File: src/design/last_note_priority_voice_core_macros.svh
// assertion macros for the voice core
`ifndef LAST_NOTE_PRIORITY_VOICE_CORE_MACROS_SVH
`define LAST_NOTE_PRIORITY_VOICE_CORE_MACROS_SVH

// same-cycle implication, checked outside reset
`define LNPV_ASSERT_NOW(label, ante, cons) \
	label: assert property (@(posedge clk) disable iff (!arst_n) (ante) |-> (cons)) \
		else $error("lnpv same-cycle check failed");

// next-cycle implication, checked outside reset
`define LNPV_ASSERT_NEXT(label, ante, cons) \
	label: assert property (@(posedge clk) disable iff (!arst_n) (ante) |=> (cons)) \
		else $error("lnpv next-cycle check failed");

`endif

File: src/design/lnpv_pkg.sv
// shared types and codes for the last-note priority voice
package lnpv_pkg;

	localparam int NOTE_W = 7;
	localparam int VEL_W  = 7;
	localparam int BEND_W = 14;
	localparam int DZ_W   = 13;

	localparam logic [1:0] OP_NOTE_ON  = 2'd0;
	localparam logic [1:0] OP_NOTE_OFF = 2'd1;
	localparam logic [1:0] OP_BEND     = 2'd2;
	localparam logic [1:0] OP_STOP_ALL = 2'd3;

	localparam logic [1:0] ACT_NONE  = 2'd0;
	localparam logic [1:0] ACT_START = 2'd1;
	localparam logic [1:0] ACT_STOP  = 2'd2;

	typedef struct packed {
		logic [NOTE_W-1:0] note;
		logic [VEL_W-1:0]  vel;
	} entry_t;

	localparam int ENTRY_W = $bits(entry_t);

	typedef struct packed {
		logic [1:0]               op;
		logic [NOTE_W-1:0]        note;
		logic [VEL_W-1:0]         vel;
		logic signed [BEND_W-1:0] bend;
	} req_t;

	typedef struct packed {
		logic                     valid;
		logic [1:0]               action;
		logic [NOTE_W-1:0]        note;
		logic [VEL_W-1:0]         vel;
		logic signed [BEND_W-1:0] bend;
	} res_t;

	typedef struct packed {
		logic idle;
		logic voice_on;
	} stat_t;

endpackage

File: src/design/lnpv_ram.sv
// generic single-write, single-read ram with registered read data
module lnpv_ram #(
	parameter int WIDTH  = 14,
	parameter int DEPTH  = 8,
	parameter int ADDR_W = (DEPTH > 1) ? $clog2(DEPTH) : 1
) (
	input  logic              clk,
	input  logic              we,
	input  logic [ADDR_W-1:0] waddr,
	input  logic [WIDTH-1:0]  wdata,
	input  logic              re,
	input  logic [ADDR_W-1:0] raddr,
	output logic [WIDTH-1:0]  rdata
);

	logic [WIDTH-1:0] mem_q [DEPTH];
	logic [WIDTH-1:0] rdata_q;

	always_ff @(posedge clk) begin
		if (we) begin
			mem_q[waddr] <= wdata;
		end
		if (re) begin
			rdata_q <= mem_q[raddr];
		end
	end

	assign rdata = rdata_q;

endmodule

File: src/design/lnpv_seq.sv
// sequencer that searches, shifts and pushes the held-note stack one entry a cycle
module lnpv_seq import lnpv_pkg::*; #(
	parameter int STACK_DEPTH = 8
) (
	input  logic  clk,
	input  logic  arst_n,
	input  logic  start,
	input  req_t  req,
	input  logic  out_free,
	output res_t  res,
	output stat_t stat
);

	localparam int CW = $clog2(STACK_DEPTH + 1);
	localparam int AW = (STACK_DEPTH > 1) ? $clog2(STACK_DEPTH) : 1;
	localparam logic [CW-1:0] DEPTH_C = CW'(STACK_DEPTH);
	localparam logic [CW-1:0] ONE_C   = CW'(1);

	typedef enum logic [2:0] {
		ST_IDLE,
		ST_SRCH,
		ST_SHIFT,
		ST_POST,
		ST_TOPW,
		ST_FIN
	} state_t;

	state_t                   state_q;
	req_t                     req_q;
	logic                     on_q;
	logic                     was_snd_q;
	logic [CW-1:0]            count_q;
	logic [CW-1:0]            scan_q;
	logic                     cmp_vld_q;
	logic [CW-1:0]            cmp_idx_q;
	logic [CW-1:0]            sh_rd_q;
	logic                     wr_pend_q;
	logic [AW-1:0]            wr_idx_q;
	logic [NOTE_W-1:0]        snd_note_q;
	logic [VEL_W-1:0]         snd_vel_q;
	logic                     voice_on_q;
	logic signed [BEND_W-1:0] bend_q;
	logic [1:0]               res_act_q;
	logic [NOTE_W-1:0]        res_note_q;
	logic [VEL_W-1:0]         res_vel_q;

	logic                ram_we;
	logic [AW-1:0]       ram_waddr;
	logic [ENTRY_W-1:0]  ram_wdata;
	logic                ram_re;
	logic [AW-1:0]       ram_raddr;
	logic [ENTRY_W-1:0]  ram_rdata;
	entry_t              rd_ent;
	entry_t              push_ent;
	logic [CW-1:0]       cnt_dec;
	logic [CW-1:0]       sh_dec;
	logic                scan_in;
	logic                sh_in;
	logic                hit;

	assign rd_ent   = entry_t'(ram_rdata);
	assign push_ent = '{note: req_q.note, vel: req_q.vel};
	assign cnt_dec  = count_q - ONE_C;
	assign sh_dec   = sh_rd_q - ONE_C;
	assign scan_in  = scan_q < count_q;
	assign sh_in    = sh_rd_q < count_q;
	assign hit      = cmp_vld_q && (rd_ent.note == req_q.note);

	// memory port control
	always_comb begin
		ram_we    = 1'b0;
		ram_waddr = '0;
		ram_wdata = ram_rdata;
		ram_re    = 1'b0;
		ram_raddr = '0;
		case (state_q)
			ST_SRCH: begin
				ram_re    = scan_in;
				ram_raddr = scan_q[AW-1:0];
			end
			ST_SHIFT: begin
				ram_re    = sh_in;
				ram_raddr = sh_rd_q[AW-1:0];
				ram_we    = wr_pend_q;
				ram_waddr = wr_idx_q;
			end
			ST_POST: begin
				if (on_q && (count_q != DEPTH_C)) begin
					ram_we    = 1'b1;
					ram_waddr = count_q[AW-1:0];
					ram_wdata = push_ent;
				end else if (!on_q && was_snd_q && (count_q != '0)) begin
					ram_re    = 1'b1;
					ram_raddr = cnt_dec[AW-1:0];
				end
			end
			default: begin
				ram_re = 1'b0;
			end
		endcase
	end

	lnpv_ram #(
		.WIDTH (ENTRY_W),
		.DEPTH (STACK_DEPTH),
		.ADDR_W(AW)
	) u_stack (
		.clk  (clk),
		.we   (ram_we),
		.waddr(ram_waddr),
		.wdata(ram_wdata),
		.re   (ram_re),
		.raddr(ram_raddr),
		.rdata(ram_rdata)
	);

	always_ff @(posedge clk or negedge arst_n) begin
		if (!arst_n) begin
			state_q    <= ST_IDLE;
			req_q      <= '0;
			on_q       <= 1'b0;
			was_snd_q  <= 1'b0;
			count_q    <= '0;
			scan_q     <= '0;
			cmp_vld_q  <= 1'b0;
			cmp_idx_q  <= '0;
			sh_rd_q    <= '0;
			wr_pend_q  <= 1'b0;
			wr_idx_q   <= '0;
			snd_note_q <= '0;
			snd_vel_q  <= '0;
			voice_on_q <= 1'b0;
			bend_q     <= '0;
			res_act_q  <= ACT_NONE;
			res_note_q <= '0;
			res_vel_q  <= '0;
		end else begin
			case (state_q)
				ST_IDLE: begin
					if (start) begin
						req_q      <= req;
						on_q       <= (req.op == OP_NOTE_ON) && (req.vel != '0);
						was_snd_q  <= voice_on_q && (snd_note_q == req.note);
						res_act_q  <= ACT_NONE;
						res_note_q <= '0;
						res_vel_q  <= '0;
						case (req.op)
							OP_NOTE_ON, OP_NOTE_OFF: begin
								scan_q    <= '0;
								cmp_vld_q <= 1'b0;
								state_q   <= ST_SRCH;
							end
							OP_BEND: begin
								bend_q <= req.bend;
								if (voice_on_q) begin
									res_act_q  <= ACT_START;
									res_note_q <= snd_note_q;
									res_vel_q  <= snd_vel_q;
								end
								state_q <= ST_FIN;
							end
							default: begin
								// stop all
								bend_q    <= '0;
								count_q   <= '0;
								snd_vel_q <= '0;
								if (voice_on_q) begin
									voice_on_q <= 1'b0;
									res_act_q  <= ACT_STOP;
									res_note_q <= snd_note_q;
								end
								state_q <= ST_FIN;
							end
						endcase
					end
				end
				ST_SRCH: begin
					cmp_vld_q <= scan_in;
					cmp_idx_q <= scan_q;
					if (scan_in) begin
						scan_q <= scan_q + ONE_C;
					end
					if (hit) begin
						sh_rd_q   <= cmp_idx_q + ONE_C;
						wr_pend_q <= 1'b0;
						state_q   <= ST_SHIFT;
					end else if (!cmp_vld_q && !scan_in) begin
						state_q <= on_q ? ST_POST : ST_FIN;
					end
				end
				ST_SHIFT: begin
					wr_pend_q <= sh_in;
					wr_idx_q  <= sh_dec[AW-1:0];
					if (sh_in) begin
						sh_rd_q <= sh_rd_q + ONE_C;
					end
					if (!sh_in && !wr_pend_q) begin
						count_q <= cnt_dec;
						state_q <= ST_POST;
					end
				end
				ST_POST: begin
					if (on_q) begin
						if (count_q == DEPTH_C) begin
							// full stack: drop the oldest entry first
							sh_rd_q   <= ONE_C;
							wr_pend_q <= 1'b0;
							state_q   <= ST_SHIFT;
						end else begin
							count_q    <= count_q + ONE_C;
							snd_note_q <= req_q.note;
							snd_vel_q  <= req_q.vel;
							voice_on_q <= 1'b1;
							res_act_q  <= ACT_START;
							res_note_q <= req_q.note;
							res_vel_q  <= req_q.vel;
							state_q    <= ST_FIN;
						end
					end else if (!was_snd_q) begin
						state_q <= ST_FIN;
					end else if (count_q == '0) begin
						voice_on_q <= 1'b0;
						snd_vel_q  <= '0;
						res_act_q  <= ACT_STOP;
						res_note_q <= req_q.note;
						state_q    <= ST_FIN;
					end else begin
						state_q <= ST_TOPW;
					end
				end
				ST_TOPW: begin
					snd_note_q <= rd_ent.note;
					snd_vel_q  <= rd_ent.vel;
					res_act_q  <= ACT_START;
					res_note_q <= rd_ent.note;
					res_vel_q  <= rd_ent.vel;
					state_q    <= ST_FIN;
				end
				ST_FIN: begin
					if (out_free) begin
						state_q <= ST_IDLE;
					end
				end
				default: begin
					state_q <= ST_IDLE;
				end
			endcase
		end
	end

	assign res.valid   = (state_q == ST_FIN);
	assign res.action  = res_act_q;
	assign res.note    = res_note_q;
	assign res.vel     = res_vel_q;
	assign res.bend    = bend_q;
	assign stat.idle     = (state_q == ST_IDLE);
	assign stat.voice_on = voice_on_q;

endmodule

File: src/design/last_note_priority_voice_core.sv
// top level of the monophonic last-note priority voice
// usage:
//  - request channel: in_valid/in_ready with operation, note, velocity and
//    bend_value; a request is taken when both are high
//  - result channel: out_valid/out_ready with action, out_note, out_velocity
//    and current_bend; every request gives exactly one result
//  - config channel: cfg_valid/cfg_ready with cfg_data, the bend dead zone;
//    always ready, write only while no request is in flight
//  - timing: pitch bend and stop all go straight to the result; note on/off
//    search the held stack one entry a cycle through the single read port; a
//    note on into a full stack that does not hold the note adds an eviction
//    pass; the result then waits until the output register is free
//  - throughput: one request at a time; in_ready is high only while the
//    sequencer is idle
//  - stall: a finished result sits in the output register; the next request
//    is accepted meanwhile, and the sequencer holds its result until the
//    output register frees up
//  - reset: empties the stack, silences the voice, clears bend and dead zone
`include "last_note_priority_voice_core_macros.svh"

module last_note_priority_voice_core import lnpv_pkg::*; #(
	parameter int STACK_DEPTH = 8
) (
	input  logic                     clk,
	input  logic                     arst_n,
	// config write
	input  logic                     cfg_valid,
	output logic                     cfg_ready,
	input  logic [DZ_W-1:0]          cfg_data,
	// request channel
	input  logic                     in_valid,
	output logic                     in_ready,
	input  logic [1:0]               operation,
	input  logic [NOTE_W-1:0]        note,
	input  logic [VEL_W-1:0]         velocity,
	input  logic signed [BEND_W-1:0] bend_value,
	// result channel
	output logic                     out_valid,
	input  logic                     out_ready,
	output logic [1:0]               action,
	output logic [NOTE_W-1:0]        out_note,
	output logic [VEL_W-1:0]         out_velocity,
	output logic signed [BEND_W-1:0] current_bend
);

	logic [DZ_W-1:0]          dz_q;
	logic [BEND_W-1:0]        bend_mag;
	logic                     bend_keep;
	req_t                     req;
	res_t                     res;
	stat_t                    stat;
	logic                     start;
	logic                     out_free;
	logic                     res_load;

	logic                     out_valid_q;
	logic [1:0]               action_q;
	logic [NOTE_W-1:0]        note_q;
	logic [VEL_W-1:0]         vel_q;
	logic signed [BEND_W-1:0] bend_q;

	// dead zone register, write any time the block is idle
	assign cfg_ready = 1'b1;

	always_ff @(posedge clk or negedge arst_n) begin
		if (!arst_n) begin
			dz_q <= '0;
		end else if (cfg_valid) begin
			dz_q <= cfg_data;
		end
	end

	// bend magnitude; the most negative value gives 8192, above any dead zone
	assign bend_mag  = bend_value[BEND_W-1] ? (~bend_value + 1'b1) : bend_value;
	assign bend_keep = bend_mag > {1'b0, dz_q};

	assign req.op   = operation;
	assign req.note = note;
	assign req.vel  = velocity;
	assign req.bend = bend_keep ? bend_value : '0;

	assign in_ready = stat.idle;
	assign start    = in_valid && in_ready;

	// output register frees when empty or when its result is being taken
	assign out_free = !out_valid_q || out_ready;
	assign res_load = res.valid && out_free;

	lnpv_seq #(
		.STACK_DEPTH(STACK_DEPTH)
	) u_seq (
		.clk     (clk),
		.arst_n  (arst_n),
		.start   (start),
		.req     (req),
		.out_free(out_free),
		.res     (res),
		.stat    (stat)
	);

	// result register
	always_ff @(posedge clk or negedge arst_n) begin
		if (!arst_n) begin
			out_valid_q <= 1'b0;
		end else if (res_load) begin
			out_valid_q <= 1'b1;
		end else if (out_ready) begin
			out_valid_q <= 1'b0;
		end
	end

	always_ff @(posedge clk) begin
		if (res_load) begin
			action_q <= res.action;
			note_q   <= res.note;
			vel_q    <= res.vel;
			bend_q   <= res.bend;
		end
	end

	assign out_valid    = out_valid_q;
	assign action       = action_q;
	assign out_note     = note_q;
	assign out_velocity = vel_q;
	assign current_bend = bend_q;

	// a taken request keeps the sequencer busy in the cycle after it
	`LNPV_ASSERT_NEXT(a_busy_after_req, in_valid && in_ready, !in_ready)

	// a result with no action carries no note and no velocity
	`LNPV_ASSERT_NOW(a_none_is_blank, out_valid && (action == ACT_NONE),
		(out_note == '0) && (out_velocity == '0))

	// loading a stop result leaves the voice silent
	`LNPV_ASSERT_NEXT(a_stop_silences, res_load && (res.action == ACT_STOP), !stat.voice_on)

endmodule
File: config.mk
export PLATFORM = sky130hd
export DESIGN_NAME = last_note_priority_voice_core
export DESIGN_NICKNAME = d
export VERILOG_FILES = /design/src/design/lnpv_pkg.sv /design/src/design/lnpv_ram.sv /design/src/design/lnpv_seq.sv /design/src/design/last_note_priority_voice_core.sv
export VERILOG_INCLUDE_DIRS = /design/src /design/src/design
export SDC_FILE = /design/constraint.sdc
export NUM_CORES = 1
export LEC_CHECK = 0
export BUFFER_PORTS_ARGS = -buffer_cell sky130_fd_sc_hd__clkbuf_2
export CORE_UTILIZATION = 50
export DETAILED_ROUTE_END_ITERATION = 12
export HOLD_SLACK_MARGIN = 0.12
export MAX_ROUTING_LAYER = met4
export PLACE_DENSITY = 0.67
export SYNTH_ARGS = -nofsm -noshare
export SYNTH_HDL_FRONTEND = slang
export SYNTH_SLANG_ARGS = --single-unit
File: constraint.sdc
create_clock -name clk -period 8 [get_ports clk]
set_clock_uncertainty 0.2 [all_clocks]
set_input_delay 0.8 -clock clk [delete_from_list [all_inputs] [get_ports clk]]
set_output_delay 0.8 -clock clk [all_outputs]
set_load 0.02 [all_outputs]
; After elaboration in Yosys (flattened, before gate mapping)
; Memories as Yosys holds them, arrays and structs flattened. A register that Yosys moved wholly into a read port is not among the register bits.
; Cells that the tools add are included.
[word_totals]
register_bits = 129
latch_bits = 0
ram_bits = 112
romBits = 0
inputBits = 48
elab_cells = 199
memories = 1
[memory_table]
columns = name, words, word_bits, rd, rd_clocked_by_memory_dff, wr, line_no
row1 = u_seq.u_stack.mem_q, 8, 14, 1, 1, 1, lnpv_ram.sv:16  ; logic [WIDTH-1:0] mem_q [DEPTH];
[classes]
add_sub_neg = 7
mul = 0
n_div = 0
order_cmp = 3
eq_ne = 26
shifts = 0
mux = 91
bitwise_logic = 2
n_reduce_logical = 44
[ops]
columns = operator, count
row1 = 7-bit two-way mux, 18
row2 = 7-bit case mux with 3 select lines, 3
row3 = 14-bit two-way mux, 4
row4 = 4-bit two-way mux, 12
row5 = 3-bit two-way mux, 13
row6 = 14-bit case mux with 2 select lines, 1
row7 = 4-bit case mux with 3 select lines, 2
row8 = 1-bit two-way mux, 20
row9 = "2-bit by 1-bit != test with 1-bit output, second input constant", 9
row10 = 3-bit case mux with 6 select lines, 1
row11 = 6-bit AND reduction, 3
row12 = "4-bit by 1-bit adder with 4-bit output, second input constant", 4
row13 = 4-bit AND reduction, 4
row14 = "14-bit by 1-bit adder with 14-bit output, second input constant", 1
row15 = 7-bit == test, 2
row16 = 14-bit by 13-bit > comparator with 1-bit output, 1
row17 = 14-bit inverter, 1
row18 = 7-bit case mux with 2 select lines, 1
row19 = 2-bit two-way mux, 6
row20 = 1-bit logical AND, 10
row21 = 5-bit AND reduction, 2
row22 = "3-bit by 1-bit != test with 1-bit output, second input constant", 3
row23 = 3-bit case mux with 3 select lines, 1
row24 = 3-bit AND reduction, 3
row25 = 31 further kinds, 48

; Longest topological paths before layout
; Gate-level depths: netlist of run 1.
[depth]
word_depth = 6
mapped_depth = 13

; By module
; Synthesis of run 1 repeated with hierarchy kept, for this count alone.
[hier_totals]
cells_unflattened = 905
area_unflattened_um2 = 11721.2
[modules_own_cells]
columns = module, n_inst, cells_per_inst, area_per_inst_um2, seq_area_each_um2
row1 = lnpv_ram, 1, 188, 4775.8, 3783.6
row2 = lnpv_seq, 1, 517, 4714.5, 2127.0
row3 = last_note_priority_voice_core, 1, 200, 2230.9, 1251.2

; Worst setup path before layout of run 1
; No wires, ideal clock.
[synth_path]
kind = input -> register
start = input port bend_value[5]
end = register u_seq.bend_q[10]
setup_ns = 0.065
arrival_time_ns = 3.609
slack_ns = 4.126
path_stages = 12
n_path_buf = 1
cell_sequence = nor4_2 > nand2_1 > or4_1 > o41ai_1 > xnor2_1 > ha_1 > and3_1 > nand2_1 > a311o_1 > a2111oi_4 > buf_4 > a22o_1
[synth_between]
elab_chain_len = 6
[synth_lines]
columns = element, line_no
row1 = from (decl), last_note_priority_voice_core.sv:36  ; input logic signed [BEND_W-1:0] bend_value,
row2 = 14-bit inverter, last_note_priority_voice_core.sv:74  ; assign bend_mag = bend_value[BEND_W-1] ? (~bend_value + 1'b1) : bend_value;
row3 = 14-bit by 1-bit adder with 14-bit output, last_note_priority_voice_core.sv:74
row4 = 14-bit two-way mux *, last_note_priority_voice_core.sv:74
row5 = 14-bit by 13-bit > comparator with 1-bit output *, last_note_priority_voice_core.sv:75  ; assign bend_keep = bend_mag > {1'b0, dz_q};
row6 = 14-bit two-way mux *, last_note_priority_voice_core.sv:80  ; assign req.bend = bend_keep ? bend_value : '0;
row7 = 14-bit case mux with 2 select lines *, lnpv_seq.sv:147  ; case (req.op)
row8 = to (signal assigned), lnpv_seq.sv:154  ; bend_q <= req.bend;
row9 = to (decl), lnpv_seq.sv:42  ; logic signed [BEND_W-1:0] bend_q;
; Mark *: on every way between the ends. The rest lies on a longest branch, timed or not.
; A chain may end at the register's enable or synchronous reset.

; Worst setup path after layout of run 1
[layout_path]
start = input port bend_value[5]
end = register u_seq.bend_q[13]
; The elaborated chain is that of the path after synthesis.

==> flow_summary.toml, run 1 <==
[pwr]
power.total_mw = 4.53
p_per_area_mw_per_mm2 = 348
leakagePower_nw = 5.07
peakVddDrop_uv = 226

[synthesis]
syn_area_mm2 = 0.0115
yosys.cell_types.count = 64
synth-async-reset-ratio_pct = 38.8
synth_fp_nets = 1037
ys_seq_area_share_pct = 62.4
syn_avg_cell_area_um2 = 11.9
ys_seq_elements = 255
yosysTopAreaCell = "edfxtp_1"
synthFlopType = "edfxtp_1"
synthTopCellsByArea = "edfxtp_1, dfrtp_1, nand2_1"
synth-edff-count = 156
yosysMostFrequentCell = "nand2_1"
synthTopCellsByCount = "nand2_1, edfxtp_1, dfrtp_1"
netlist_instances = 964
synth.top_cell.area_share_pct = 40.8
ys.warnings.count = 0

[grt]
track_usage_pct = 22.5
antenna_found_initial = 0
overflow = 0
grt_max_degree = 68
grt_pass1_wl_um = 40500
grt_pass1_vias = 7272

[worst_setup_path]
path_common_cell = "nand2_1"
required_ps = 8260
cp_max_fo = 14
worst_path_max_delay_cell = "a2111oi_4"
critPathBufInv = 1
endpoint_kind = "flip-flop"
critical_path.cell_chain = "clkbuf_2 > nor4_2 > nand2_1 > or4_1 > o41ai_1 > xnor2_1 > ha_1 > and3_1 > nand2_1 > a311o_1 > a2111oi_4 > a221o_1"
worst_path_dominant_cell_family = "compound AO/OA/AOI/OAI gates"
cp_slowest_stage_delay_ps = 840
arrival_ps = 4280
crit_type = "in -> reg"
start_kind = "input pin"

[clocking]
h-tree-depth = 1
postCtsSetupRepairBufs = 0
clk_path_buf_depth = 3
cts-root-buf = "clkbuf_16"
clk_pin_slew_worst_paths_ps = 60
clk_latency_ps = 540
cts.repair.resized = 0
clkSinkCount = 255
cts_tree = "yes"
ctsHoldBuffers = 1
numCtsBuffers = 28

[drt]
first_pass_iters = 9
drtIter0Drc = 749
drtAntennaViolNets = 0
wl_per_cell_um = 19.0
wl_um = 25600
num_vias = 7736
vias_per_cell = 5.74
drcViolationCount = 2

[floorplan]
ios = 81
die-area_mm2 = 0.0236
start_util_pct = 50.8
fp-row-count = 55
coreArea_mm2 = 0.0226
dieHeight_um = 154
die_width_um = 154

[flow_run]
drv_cap = 0

[final_layout]
register_area_mm2 = 0.00716
fin_area_mm2 = 0.0130
antenna_cells = 0
fin_util_pct = 57.7
multi_input_area_mm2 = 0.00399
fin_cells = 1347
layout-drive-gt1-share_pct = 16.3
syn2layout_area_growth_pct = 13.5
fillers = 1883
fin_nets = 1113

[sta]
period_needed_ps = 4010
setup_slack_ps = 3990
period_share_pct = 50.2
slew_headroom_pct = 11.5
hold_viol_final = 0
rsz0062_at_grt = "no"
finalSetupViolations = 0
fin_hold_ws_ps = 244
max_clock_freq_ghz = 0.249
drv_slew = 0
tns_ps = 0
tightest_slew_ps = 1320

[placed_design]
port_buffers = 79
dp_slack_ps = 3520
hpwl_um = 17000
place_area_mm2 = 0.0121
post-place-cells = 1294
place.gp.congestion = 0.881

[outcome]
status = "finished, violations left"
violations = "design-rule violations"

[min_path]
hp-class = "reg -> reg"
-- state kept, by name, summed over array words and instances, names as in the netlist, 2 cells and up --
| signal | count |
|---|---|
| action | 2 |
| current_bend | 14 |
| dz_q | 13 |
| out_note | 7 |
| out_velocity | 7 |
| u_seq.bend_q | 14 |
| u_seq.cmp_idx_q | 4 |
| u_seq.count_q | 4 |
| u_seq.push_ent | 14 |
| u_seq.res_act_q | 2 |
| u_seq.res_note_q | 7 |
| u_seq.res_vel_q | 7 |
| u_seq.scan_q | 4 |
| u_seq.sh_rd_q | 4 |
| u_seq.snd_note_q | 7 |
| u_seq.snd_vel_q | 7 |
| u_seq.state_q | 3 |
| u_seq.u_stack.mem_q | 112 |
| u_seq.u_stack.rdata | 14 |
| u_seq.wr_idx_q | 3 |
-- logic make-up after synthesis --
logic type                 after synthesis  share of synthesized area [%]
buffers and inverters                   72                           3.11
other                                    1                         0.0327
xor gates and xnor gates                28                           2.14
DFF                                    255                           62.4
adders and majority gates               25                           2.73
AOI/OAI and AO/OA                      184                           11.3
muxes                                   44                           4.08
and+or+nand+nor                        355                           14.2
-- layout by cell type (no fill, tap or decap), types with 6 or more instances in the layout --
cell type	synthesis	routed
nand4_1	7	7
nand3b_1	8	8
a21oi_1	27	27
nor2b_1	7	6
nor2_2	5	6
buf_4	9	16
ha_1	25	25
dfrtp_1	99	99
o21ai_1	6	6
a22o_1	16	16
nor2_1	39	38
edfxtp_1	156	156
a222oi_1	14	14
mux2_2	22	22
nand2b_1	10	10
clkbuf_2	1	78
xnor2_1	23	23
inv_1	23	23
o21ai_0	52	52
nand3_1	38	38
and3_1	17	17
a22oi_1	12	12
clkbuf_1	11	14
a21o_1	6	6
nor3_1	9	7
clkbuf_16	0	29
mux2i_1	22	22
nand2_1	195	195
a32oi_1	14	14
-- routing by layer --
metal	routed length [µm]	GRT usage, %	vias to the layer above	share of wire, %
met1	12000	32.9	3784	47
met5	0	-	-	0
met3	1580	3.38	27	6.2
li1	-	-	3678	-
met4	357	4.67	0	1.4
met2	11700	33.6	247	46
-- where the power goes --
part	leakage (nW)	internal, mW	total, mW	switching (mW)
Clock	0.439	0.768	1.26	0.489
Sequential	2.67	1.83	2.09	0.257
Combinational	1.96	0.441	1.18	0.743
Total	5.07	3.04	4.53	1.49
-- worst paths after layout --
path,cells past startpoint,end,from,slack [ps]
setup reg to reg,7,u_seq.u_stack.mem_q[6][11]$_DFFE_PP_,u_seq.state_q[1]$_DFFE_PN0P_,4020
max in group asynchronous,3,u_seq.push_ent[2]$_DFFE_PN0P_,arst_n,5810
hold reg to reg,0,out_note[3]$_DFFE_PP_,u_seq.res_note_q[3]$_DFFE_PN0P_,240
min in group asynchronous,2,dz_q[0]$_DFFE_PN0P_,arst_n,560
setup / recovery,12,u_seq.bend_q[13]$_DFFE_PN0P_,bend_value[5],3990
hold / removal,0,out_note[3]$_DFFE_PP_,u_seq.res_note_q[3]$_DFFE_PN0P_,240
-- final cells by class --
| cell class | instances | share of cell area (%) |
|---|---|---|
| Inverter | 23 | 0.663 |
| Clock buffer | 47 | 6.40 |
| Sequential cell | 255 | 55.0 |
| Multi-Input combinational cell | 637 | 30.6 |
| Clock inverter | 5 | 0.586 |
| Timing Repair Buffer | 95 | 4.00 |
| Tap cell | 285 | 2.74 |
No activity file was read; power rests on OpenSTA's default activity.
==> run 2, diff against run 1 <==
--- a/config.mk
+++ b/config.mk
@@ -11,7 +11,7 @@
 export DETAILED_ROUTE_END_ITERATION = 12
 export HOLD_SLACK_MARGIN = 0.12
 export MAX_ROUTING_LAYER = met4
-export PLACE_DENSITY = 0.67
+export PLACE_DENSITY = 0.7
 export SYNTH_ARGS = -nofsm -noshare
 export SYNTH_HDL_FRONTEND = slang
 export SYNTH_SLANG_ARGS = --single-unit
==> constraint.sdc (replaced) <==
create_clock -name clk -period 3.5 [get_ports clk]
set_clock_uncertainty 0.2 [all_clocks]
set_input_delay 0.35 -clock clk [delete_from_list [all_inputs] [get_ports clk]]
set_output_delay 0.35 -clock clk [all_outputs]
set_load 0.02 [all_outputs]
==> run 2 against run 1 <==
Utilization up 3.7 points. Critical path type unchanged. First-iteration DRC count down 17%. Global-route usage up 1.5 points. Critical path depth unchanged. Register-to-register slack worse by 3500 ps. Routed wire length up 5.6%. Count of clock-buffer cells in the layout down 14. The run now ends clean. Largest power group unchanged. Clock power up 120%. Via count up 5.2%. Hold slack worse by 100 ps.
==> flow_summary.toml, run 2 (synthesis results as in run 1) <==
[floorplan]
start_util_pct = 50.8
fp-row-count = 55
die-area_mm2 = 0.0236
ios = 81
coreArea_mm2 = 0.0226
die_width_um = 154
dieHeight_um = 154

[grt]
grt_max_degree = 64
overflow = 0
track_usage_pct = 24.0
antenna_found_initial = 0
grt_pass1_wl_um = 43100
grt_pass1_vias = 7992

[sta]
rsz0062_at_grt = "no"
period_share_pct = 96.6
period_needed_ps = 3380
setup_slack_ps = 117
tns_ps = 0
slew_headroom_pct = 22.9
hold_viol_final = 0
drv_slew = 0
fin_hold_ws_ps = 141
tightest_slew_ps = 1160
max_clock_freq_ghz = 0.296
finalSetupViolations = 0

[pwr]
leakagePower_nw = 5.45
p_per_area_mw_per_mm2 = 753
power.total_mw = 10.4
peakVddDrop_uv = 443

[worst_setup_path]
endpoint_kind = "flip-flop"
arrival_ps = 3660
crit_type = "in -> reg"
crit_start = "bend_value[7]"
cp_max_fo = 14
start_kind = "input pin"
cp-endpoint = "u_seq.bend_q[7]$_DFFE_PN0P_"
reg2reg_depth = 5
rr_endpoint = "u_seq.on_q$_DFFE_PN0P_"
reg2reg_from = "u_seq.state_q[2]$_DFFE_PN0P_"
r2r_setup_slack_ps = 510
required_ps = 3780

[final_layout]
fin_area_mm2 = 0.0139
top_register = "u_seq.u_stack.mem_q"
layout-drive-gt1-share_pct = 17.2
largest_reg_flops = 112
final_cell_mix = "nand2_1, edfxtp_1, dfrtp_1"
syn2layout_area_growth_pct = 20.8
fin_nets = 1201
mostFrequentLayoutCell = "nand2_1"
antenna_cells = 0

[placed_design]
port_buffers = 79
dp_slack_ps = -194
hpwl_um = 17200
place.gp.congestion = 0.887
place_area_mm2 = 0.0123

[outcome]
status = "completed"

[drt]
drcViolationCount = 0
num_vias = 8135
wl_per_cell_um = 18.9
wl_um = 27000
drtAntennaViolNets = 0
first_pass_iters = 7
vias_per_cell = 5.68
drtIter0Drc = 618

[clocking]
clkSinkCount = 255
clk_path_buf_depth = 3
numCtsBuffers = 27
clk_latency_ps = 540
postCtsSetupRepairBufs = 0
cts-root-buf = "clkbuf_16"
h-tree-depth = 1
cts_tree = "yes"
clk_pin_slew_worst_paths_ps = 60

[flow_run]
drv_cap = 0

[min_path]
hp-class = "in -> reg"
min_from = "in_valid"
## run 2: cell types whose count changed in the layout (fill, tap and decap cells not counted), sizes merged
| cell | before | now |
|---|---|---|
| dlygate4sd3 | 1 | 65 |
| clkinvlp | 0 | 1 |
| clkbuf | 125 | 111 |
| bufinv | 2 | 3 |
| inv | 24 | 25 |
| buf | 16 | 41 |
| clkinv | 2 | 10 |
## run 2: what timing repair did
item                       CTS  global route
hold endpoints to repair   109             0
hold buffers                65             0
gates resized for setup      0             1
setup endpoints to repair    0            14
## run 2: per-stage QoR
stage,std cells,utilization (%)
CTS,1433,61.4
global route,1433,61.4
global placement,1319,54.7
finish,1433,61.4
floorplan,964,-
detailed placement,1319,54.7
## run 2: worst max-delay path: stages
cell           delay (ps)
dlygate4sd3_1         540
clkbuf_2              150
or4_1                 570
o31ai_1               270
xnor2_1               130
ha_1                  300
and3_1                170
nand2_1                80
a311o_1               360
a2111oi_4             410
buf_12                180
a22o_1                140
## run 2: worst min-delay path by stage
stage                                   end  slack [ps]  depth (start not counted)
2_1_floorplan           dz_q[0]$_DFFE_PN0P_        -150                          0
3_3_place_gp          out_note[6]$_DFFE_PP_         230                          0
3_5_place_dp      current_bend[0]$_DFFE_PP_         230                          0
4_1_cts                 dz_q[2]$_DFFE_PN0P_         120                          2
6_report       u_seq.state_q[0]$_DFFE_PN0P_         140                          4
5_1_grt        u_seq.state_q[0]$_DFFE_PN0P_         170                          4
## run 2: report_power, final
part	switching [mW]	total, mW	leakage [nW]	internal, mW
clock	1.16	2.81	0.420	1.65
combinational	1.78	2.90	2.36	1.13
sequential	0.541	4.73	2.67	4.19
total	3.48	10.4	5.45	6.96
## run 2: area by class of cell
type	count	area (µm²)
tap	285	357
fill	1723	8710
sequential	255	7160
clock buffer	33	698
inverter	23	86.3
timing repair buffer	184	1400
clock inverter	16	171
multi-input combinational	637	3990
## run 2: routing by layer
layer	part of all wire [%]	up-vias	global-route usage, %	routed length [µm]
li1	-	3861	-	-
met1	44	3967	31.8	12000
met2	48	250	38.9	12900
met3	5.2	57	2.85	1420
met4	2.8	0	7.67	752
met5	0	-	-	0
==> run 3, diff against run 2 <==
--- a/config.mk
+++ b/config.mk
@@ -11,7 +11,7 @@
 export DETAILED_ROUTE_END_ITERATION = 12
 export HOLD_SLACK_MARGIN = 0.12
 export MAX_ROUTING_LAYER = met4
-export PLACE_DENSITY = 0.7
+export PLACE_DENSITY = 0.76
 export SYNTH_ARGS = -nofsm -noshare
 export SYNTH_HDL_FRONTEND = slang
 export SYNTH_SLANG_ARGS = --single-unit
==> run 3 against run 2 <==
The flow now finishes with violations (negative setup slack). Count of clock-buffer cells in the layout is 6 higher. Hold slack improved by 18 ps. Die area stayed put. Utilization hardly changed. Final cell count down 0.28%. Maximum frequency fell by 4.6%. Via count is 1.7% higher. Clock power fell by 3%. Highest routed layer unchanged.
==> flow_summary.toml, run 3 (synthesis results as in run 1) <==
[min_path]
min_from = "in_valid"
hp-class = "in -> reg"

[floorplan]
die_width_um = 154
ios = 81
fp-row-count = 55
dieHeight_um = 154
coreArea_mm2 = 0.0226
die-area_mm2 = 0.0236
start_util_pct = 50.8

[final_layout]
mostFrequentLayoutCell = "nand2_1"
syn2layout_area_growth_pct = 20.7
top_register = "u_seq.u_stack.mem_q"
antenna_cells = 0
fin_nets = 1197
largest_reg_flops = 112
layout-drive-gt1-share_pct = 18.4
fin_cells = 1429
final_cell_mix = "nand2_1, edfxtp_1, dfrtp_1"
fin_area_mm2 = 0.0139
fin_util_pct = 61.4

[worst_setup_path]
cp_max_fo = 7
worst_path_dominant_cell_family = "compound AO/OA/AOI/OAI gates"
cp-endpoint = "u_seq.bend_q[6]$_DFFE_PN0P_"
required_ps = 3770
cp_slowest_stage_delay_ps = 630
start_kind = "input pin"
arrival_ps = 3810
critPathBufInv = 2
crit_start = "bend_value[8]"
endpoint_kind = "flip-flop"
reg2reg_from = "u_seq.state_q[1]$_DFFE_PN0P_"
crit_type = "in -> reg"
reg2reg_depth = 9
worst_path_max_delay_cell = "dlygate4sd3_1"
path_depth = 11
r2r_setup_slack_ps = 530
critical_path.cell_chain = "dlygate4sd3_1 > or4_4 > o41ai_4 > xnor2_1 > ha_1 > and3_4 > nand2_1 > a311o_1 > a2111oi_4 > clkbuf_16 > a22o_1"
rr_endpoint = "u_seq.u_stack.mem_q[6][4]$_DFFE_PP_"

[drt]
drtAntennaViolNets = 0
first_pass_iters = 5
wl_um = 27200
vias_per_cell = 5.79
wl_per_cell_um = 19.0
drtIter0Drc = 753
num_vias = 8276
drcViolationCount = 0

[sta]
drv_slew = 0
finalSetupViolations = 7
hold_viol_final = 0
fin_hold_ws_ps = 160
period_share_pct = 101
tns_ps = -221
period_needed_ps = 3550
slew_headroom_pct = 23.7
tightest_slew_ps = 1140
max_clock_freq_ghz = 0.282
setup_slack_ps = -45.4

[pwr]
p_per_area_mw_per_mm2 = 751
peakVddDrop_uv = 411
leakagePower_nw = 5.47
power.total_mw = 10.4

[clocking]
numCtsBuffers = 26
h-tree-depth = 1
cts_tree = "yes"
clk_pin_slew_worst_paths_ps = 60
clk_latency_ps = 540
cts-root-buf = "clkbuf_16"
clk_path_buf_depth = 3
clkSinkCount = 255

[grt]
overflow = 0
grt_max_degree = 56
grt_pass1_vias = 8185
grt_pass1_wl_um = 42200
track_usage_pct = 23.4
antenna_found_initial = 0

[placed_design]
post-place-cells = 1321
port_buffers = 79
place_area_mm2 = 0.0123
dp_slack_ps = -177
hpwl_um = 16600
place.gp.congestion = 0.878

[outcome]
violations = "negative setup slack"
status = "finished, violations left"

[flow_run]
drv_cap = 0
## run 3: cell types whose count changed in the layout (fill, tap and decap cells not counted), sizes merged
cell          delta
dlygate4sd3      -5
buf              +3
bufinv           -2
clkinv           -4
clkbuf           +4
dlymetal6s4s     +1
clkinvlp         -1
## run 3: area by class of cell
cell class | count | area, µm²
fill | 1632 | 8720
sequential | 255 | 7160
multi-input combinational | 637 | 4020
timing repair buffer | 181 | 1370
clock buffer | 39 | 772
tap | 285 | 357
clock inverter | 9 | 86.3
inverter | 23 | 86.3
## run 3: how the worst min path moves through the flow
| stage | endpoint | cells past startpoint |
|---|---|---|
| finish | u_seq.state_q[0]$_DFFE_PN0P_ | 4 |
| global route | u_seq.state_q[0]$_DFFE_PN0P_ | 4 |
| CTS | dz_q[6]$_DFFE_PN0P_ | 3 |
| detailed placement | dz_q[7]$_DFFE_PN0P_ | 1 |
| global placement | out_note[5]$_DFFE_PP_ | 0 |
| floorplan | dz_q[0]$_DFFE_PN0P_ | 0 |
## run 3: power by group
part	total, mW	internal (mW)	leakage [nW]	switching, mW
clock network	2.73	1.61	0.431	1.13
registers	4.75	4.19	2.67	0.564
logic	2.91	1.13	2.36	1.78
## run 3: metal layers
| layer | global-route usage, % | part of all wire (%) |
|---|---|---|
| met1 | 29.7 | 41 |
| met2 | 38.3 | 49 |
| met3 | 3.30 | 7.3 |
| met4 | 8.90 | 3.0 |
| met5 | - | 0 |
## run 3: worst min-delay path, stage by stage
cell      delay, ps
clkbuf_2        120
nand2b_1        210
nand2_1          90
o21ai_0          80
## run 3: timing repair
item / 4_1_cts / 5_1_grt
endpoints found under the setup margin: 0 / 14
endpoints found under the hold margin: 100 / 1
setup buffers: 0 / 1
hold buffers: 60 / 1
gates resized for setup: 0 / 7
